`config.mk`:
```
export PLATFORM = sky130hd
export DESIGN_NAME = msps_ctrl
export DESIGN_NICKNAME = d
export VERILOG_FILES = /design/src/rtl/msps_pkg.sv /design/src/rtl/msps_ctrl.sv
export SDC_FILE = /design/constraint.sdc
export NUM_CORES = 1
export LEC_CHECK = 0
export BUFFER_PORTS_ARGS = -buffer_cell sky130_fd_sc_hd__buf_2
export CORE_AREA = 2 2 39 41
export DETAILED_ROUTE_END_ITERATION = 8
export DIE_AREA = 0 0 41 43
export PLACE_DENSITY = 0.54
export SLEW_MARGIN = 20
export SYNTH_ARGS = -nofsm -noshare
export SYNTH_HDL_FRONTEND = slang
export SYNTH_SLANG_ARGS = --single-unit
```
`constraint.sdc`:
```
create_clock -name aclk -period 1.6 [get_ports aclk]
set_input_delay 0.32 -clock aclk [delete_from_list [all_inputs] [get_ports aclk]]
set_output_delay 0.32 -clock aclk [all_outputs]
set_load 0.02 [all_outputs]
```
`src/rtl/msps_pkg.sv`:
```
`timescale 1ns / 1ps
// shared types, widths and codes for the markov state path sampler
package msps_pkg;

    localparam int MAX_STATES = 16;
    localparam int PROB_BITS  = 16;

    localparam int IDX_W     = $clog2(MAX_STATES);
    localparam int CNT_W     = $clog2(MAX_STATES + 1);
    localparam int PROB_W    = PROB_BITS + 1;
    localparam int DRAW_W    = PROB_BITS;
    localparam int SUM_W     = PROB_W + IDX_W;
    localparam int TRANS_D   = MAX_STATES * MAX_STATES;
    localparam int TRANS_A_W = 2 * IDX_W;

    localparam int S_TDATA_W = ((2 * IDX_W + PROB_W + DRAW_W + 7) / 8) * 8;
    localparam int M_TDATA_W = ((IDX_W + 7) / 8) * 8;
    localparam int MODE_W    = 2;

    localparam int PADDR_W   = 3;
    localparam int PDATA_W   = 32;

    localparam logic [CNT_W-1:0] STATES_RESET = CNT_W'(2);

    // register indexes (paddr / 4)
    localparam logic REG_STATES_IN_USE = 1'b0;

    typedef enum logic [MODE_W-1:0] {
        MODE_LOAD_PRIOR = 2'd0,
        MODE_LOAD_TRANS = 2'd1,
        MODE_DRAW_FIRST = 2'd2,
        MODE_DRAW_NEXT  = 2'd3
    } mode_t;

    typedef struct packed {
        logic load;     // write one table entry from the accepted request
        logic capture;  // latch a draw request and clear the running sum
        logic issue;    // present the next row address to the tables
        logic walk;     // accumulate the entry that just came back
        logic emit;     // move the result into the output register
    } cmd_t;

    typedef struct packed {
        logic finish;   // current entry ended the walk
    } status_t;

endpackage

```
`src/rtl/msps_ctrl.sv`:
```
`timescale 1ns / 1ps
// controller state machine for request acceptance, row walk and result hand-off
module msps_ctrl (
    input  logic                          aclk,
    input  logic                          aresetn,
    input  logic                          s_tvalid,
    input  logic [msps_pkg::MODE_W-1:0]   s_mode,
    output logic                          s_tready,
    output logic                          m_tvalid,
    input  logic                          m_tready,
    input  msps_pkg::status_t             status,
    output msps_pkg::cmd_t                cmd
);

    typedef enum logic [1:0] {
        ST_IDLE,
        ST_PRIME,
        ST_WALK,
        ST_DONE
    } state_t;

    state_t state_reg, state_next;
    logic   out_valid_reg, out_valid_next;
    logic   accept;
    logic   slot_free;

    assign s_tready  = (state_reg == ST_IDLE);
    assign m_tvalid  = out_valid_reg;
    assign accept    = s_tvalid && s_tready;
    assign slot_free = !out_valid_reg || m_tready;

    always_comb begin
        cmd            = '0;
        state_next     = state_reg;
        out_valid_next = out_valid_reg;
        if (m_tready) begin
            out_valid_next = 1'b0;
        end
        unique case (state_reg)
            ST_IDLE: begin
                if (accept) begin
                    unique case (msps_pkg::mode_t'(s_mode))
                        msps_pkg::MODE_LOAD_PRIOR,
                        msps_pkg::MODE_LOAD_TRANS: begin
                            cmd.load = 1'b1;
                        end
                        msps_pkg::MODE_DRAW_FIRST,
                        msps_pkg::MODE_DRAW_NEXT: begin
                            cmd.capture = 1'b1;
                            state_next  = ST_PRIME;
                        end
                    endcase
                end
            end
            ST_PRIME: begin
                cmd.issue  = 1'b1;
                state_next = ST_WALK;
            end
            ST_WALK: begin
                cmd.issue = 1'b1;
                cmd.walk  = 1'b1;
                if (status.finish) begin
                    state_next = ST_DONE;
                end
            end
            ST_DONE: begin
                if (slot_free) begin
                    cmd.emit       = 1'b1;
                    out_valid_next = 1'b1;
                    state_next     = ST_IDLE;
                end
            end
        endcase
    end

    always_ff @(posedge aclk) begin
        if (!aresetn) begin
            state_reg     <= ST_IDLE;
            out_valid_reg <= 1'b0;
        end else begin
            state_reg     <= state_next;
            out_valid_reg <= out_valid_next;
        end
    end

`ifndef NO_ASSERTIONS
    a_finish_in_walk: assert property (@(posedge aclk) disable iff (!aresetn)
        status.finish |-> state_reg == ST_WALK)
        else $error("walk finish outside walk state");

    a_capture_blocks: assert property (@(posedge aclk) disable iff (!aresetn)
        cmd.capture |=> state_reg == ST_PRIME && !s_tready)
        else $error("draw request did not start a walk");

    a_emit_shows: assert property (@(posedge aclk) disable iff (!aresetn)
        cmd.emit |=> m_tvalid)
        else $error("emitted result not presented");
`endif

endmodule

```
==> results.yml <==
global_routing:
  grt_pass1_wl_um: 745
  grtUsageTotal: 0.0701
  grt_pass1_vias: 188
  grt.overflow.total: 0
  grt_max_degree: 5
  antenna_found_initial: 0
route:
  drtIter0Drc: 0
  drt-vias-per-instance: 3.95
  first_pass_iters: 1
  wl_um: 472
  postRouteAntennaNets: 0
  drc: 0
  num_vias: 225
  post_drt_wl_per_cell_um: 8.28
critical_path:
  slowest_delay_ps: 390
  cp_top_family: "flip-flops"
  worst-path-buf-inv: 1
  required_ps: 1280
  start_kind: "register"
  crit_arrival_ps: 1170
  cp-end-kind: "output port"
  cp_max_fo: 4
  crit_slowest_cell: "dfxtp_1"
  path_class: "register to output port"
  cp_cell_sequence: "ha_2 -> nor2b_1 -> buf_2"
cells_and_area:
  fill_cells: 150
  drive_gt1_frac: 0.537
  synthToLayoutAreaGrowth_pct: 43.5
  nets: 53
  largest_reg_flops: 2
  antennaDiodeCount: 0
  mostFrequentLayoutCells: "buf_2, nor2b_1, clkbuf_4, dfxtp_1"
  final_common_cell: "buf_2"
timing:
  finalCriticalPeriod_ps: 1490
  fin_worst_skew_ps: 0.723
  max_freq_ghz: 0.672
  slew_viol_final: 0
  slew_headroom: 0.796
  hold_viol: 0
  whs_ps: 342
  rsz0062_at_grt: "no"
  min_period_over_period: 0.930
  setup_tns_ps: 0
  setup_viol: 0
  worst_pin_slew_ps: 306
logic_synthesis:
  yosysWarnings: 0
  ys_ff_latch: 3
  syn-instance-count: 26
  syn_area_um2: 262
  avgSynthCellArea_um2: 10.1
  ys_seq_area_frac: 0.230
  ys_types: 14
  synth_nets: 37
floorplanning:
  dieHeight_um: 43
  dieArea_um2: 1760
  num_rows: 14
  die_width_um: 41
  start_util: 0.189
  core_um2: 1380
  num_io_pins: 14
pwr:
  power_density_nw_per_um2: 1950
  ir_drop_mv: 0.755
  leakagePower_nw: 0.186
clock_network:
  clk_pin_slew_worst_paths_ps: 40
  h-tree-depth: 1
  cts_buffer_depth: 2
  cts_made_buffers: 3
  clkLatencyLatePin_ps: 230
  clock-sinks: 3
  cts_tree: "done"
  cts_root_buf: "clkbuf_4"
  post_cts_buffers: 0
min_path:
  hold_class: "primary input to register"
placed_design:
  place.gp.congestion: 0.664
  io_buffer_count: 12
outcome:
  status: "finished clean"
run:
  drv_cap: 0
==> cells in the mapped netlist <==
cell type | instances | area (um2)
nand3_1 | 1 | 5.00
o21a_1 | 1 | 7.51
dfxtp_1 | 3 | 60.1
nor2b_4 | 2 | 27.5
inv_1 | 3 | 11.3
mux2i_1 | 1 | 10.0
nor2_1 | 2 | 7.51
buf_4 | 1 | 7.51
a2111oi_4 | 1 | 27.5
a2111o_1 | 1 | 11.3
nor2b_1 | 3 | 18.8
ha_1 | 4 | 50.1
nand2_1 | 2 | 7.51
o211a_1 | 1 | 10.0
==> cell type report <==
type	instances	area, um2	share of cell area
tap	16	20.0	0.0533
clock buffer	4	26.3	0.0700
inverter	3	11.3	0.0300
multi-input combinational	19	198	0.527
sequential	3	60.1	0.160
timing repair buffer	12	60.1	0.160
==> per-stage QoR <==
stage                     setup slack [ps]  power (mW)  instances  utilization  instance area [um2]
final                                  111       0.730         57        0.271                  375
after global routing                  9.98       0.799         57        0.271                  375
after CTS                             22.8       0.711         57        0.260                  360
after detailed placement               137       0.569         53        0.241                  334
after global placement                 147       0.567         53        0.241                  334
after floorplan                        135       0.493         26            -                  262
==> worst paths after layout <==
path           startpoint           end  slack (ps)  cells after the start
min               aresetn      m_tvalid         340                      2
max reg2reg  state_reg[1]  state_reg[0]         170                      5
min reg2reg  state_reg[1]  state_reg[1]         520                      2
max          state_reg[1]        cmd[0]         110                      3
==> metal layers <==
metal	wire length (um)	vias up	track usage
met5	0	-	0
met4	0	0	0.0400
met3	56	0	0.0785
met2	207	11	0.0688
met1	208	97	0.0863
li1	-	117	-
==> kinds of logic (layout without fill, tap and decap cells) <==
group / after synthesis / count (layout) / synth area share
AOI/OAI and AO/OA: 4 / 4 / 0.215
muxes: 1 / 1 / 0.0383
DFF: 3 / 3 / 0.230
and+or+nand+nor: 10 / 10 / 0.254
adders and majority gates: 4 / 4 / 0.191
buffers and inverters: 4 / 19 / 0.0718
==> power by group <==
group / switching (mW) / internal (mW) / leakage (nW)
combinational: 0.255 / 0.211 / 0.147
sequential: 0.0273 / 0.102 / 0.0245
clock: 0.0413 / 0.0936 / 0.0150
total: 0.324 / 0.406 / 0.186
==> repair_timing <==
item / 4_1_cts / 5_1_grt
gates resized for setup: 0 / 5
hold buffers: 0 / 0
endpoints found under the setup margin: 0 / 2
Power figures use the tool's default switching activity.
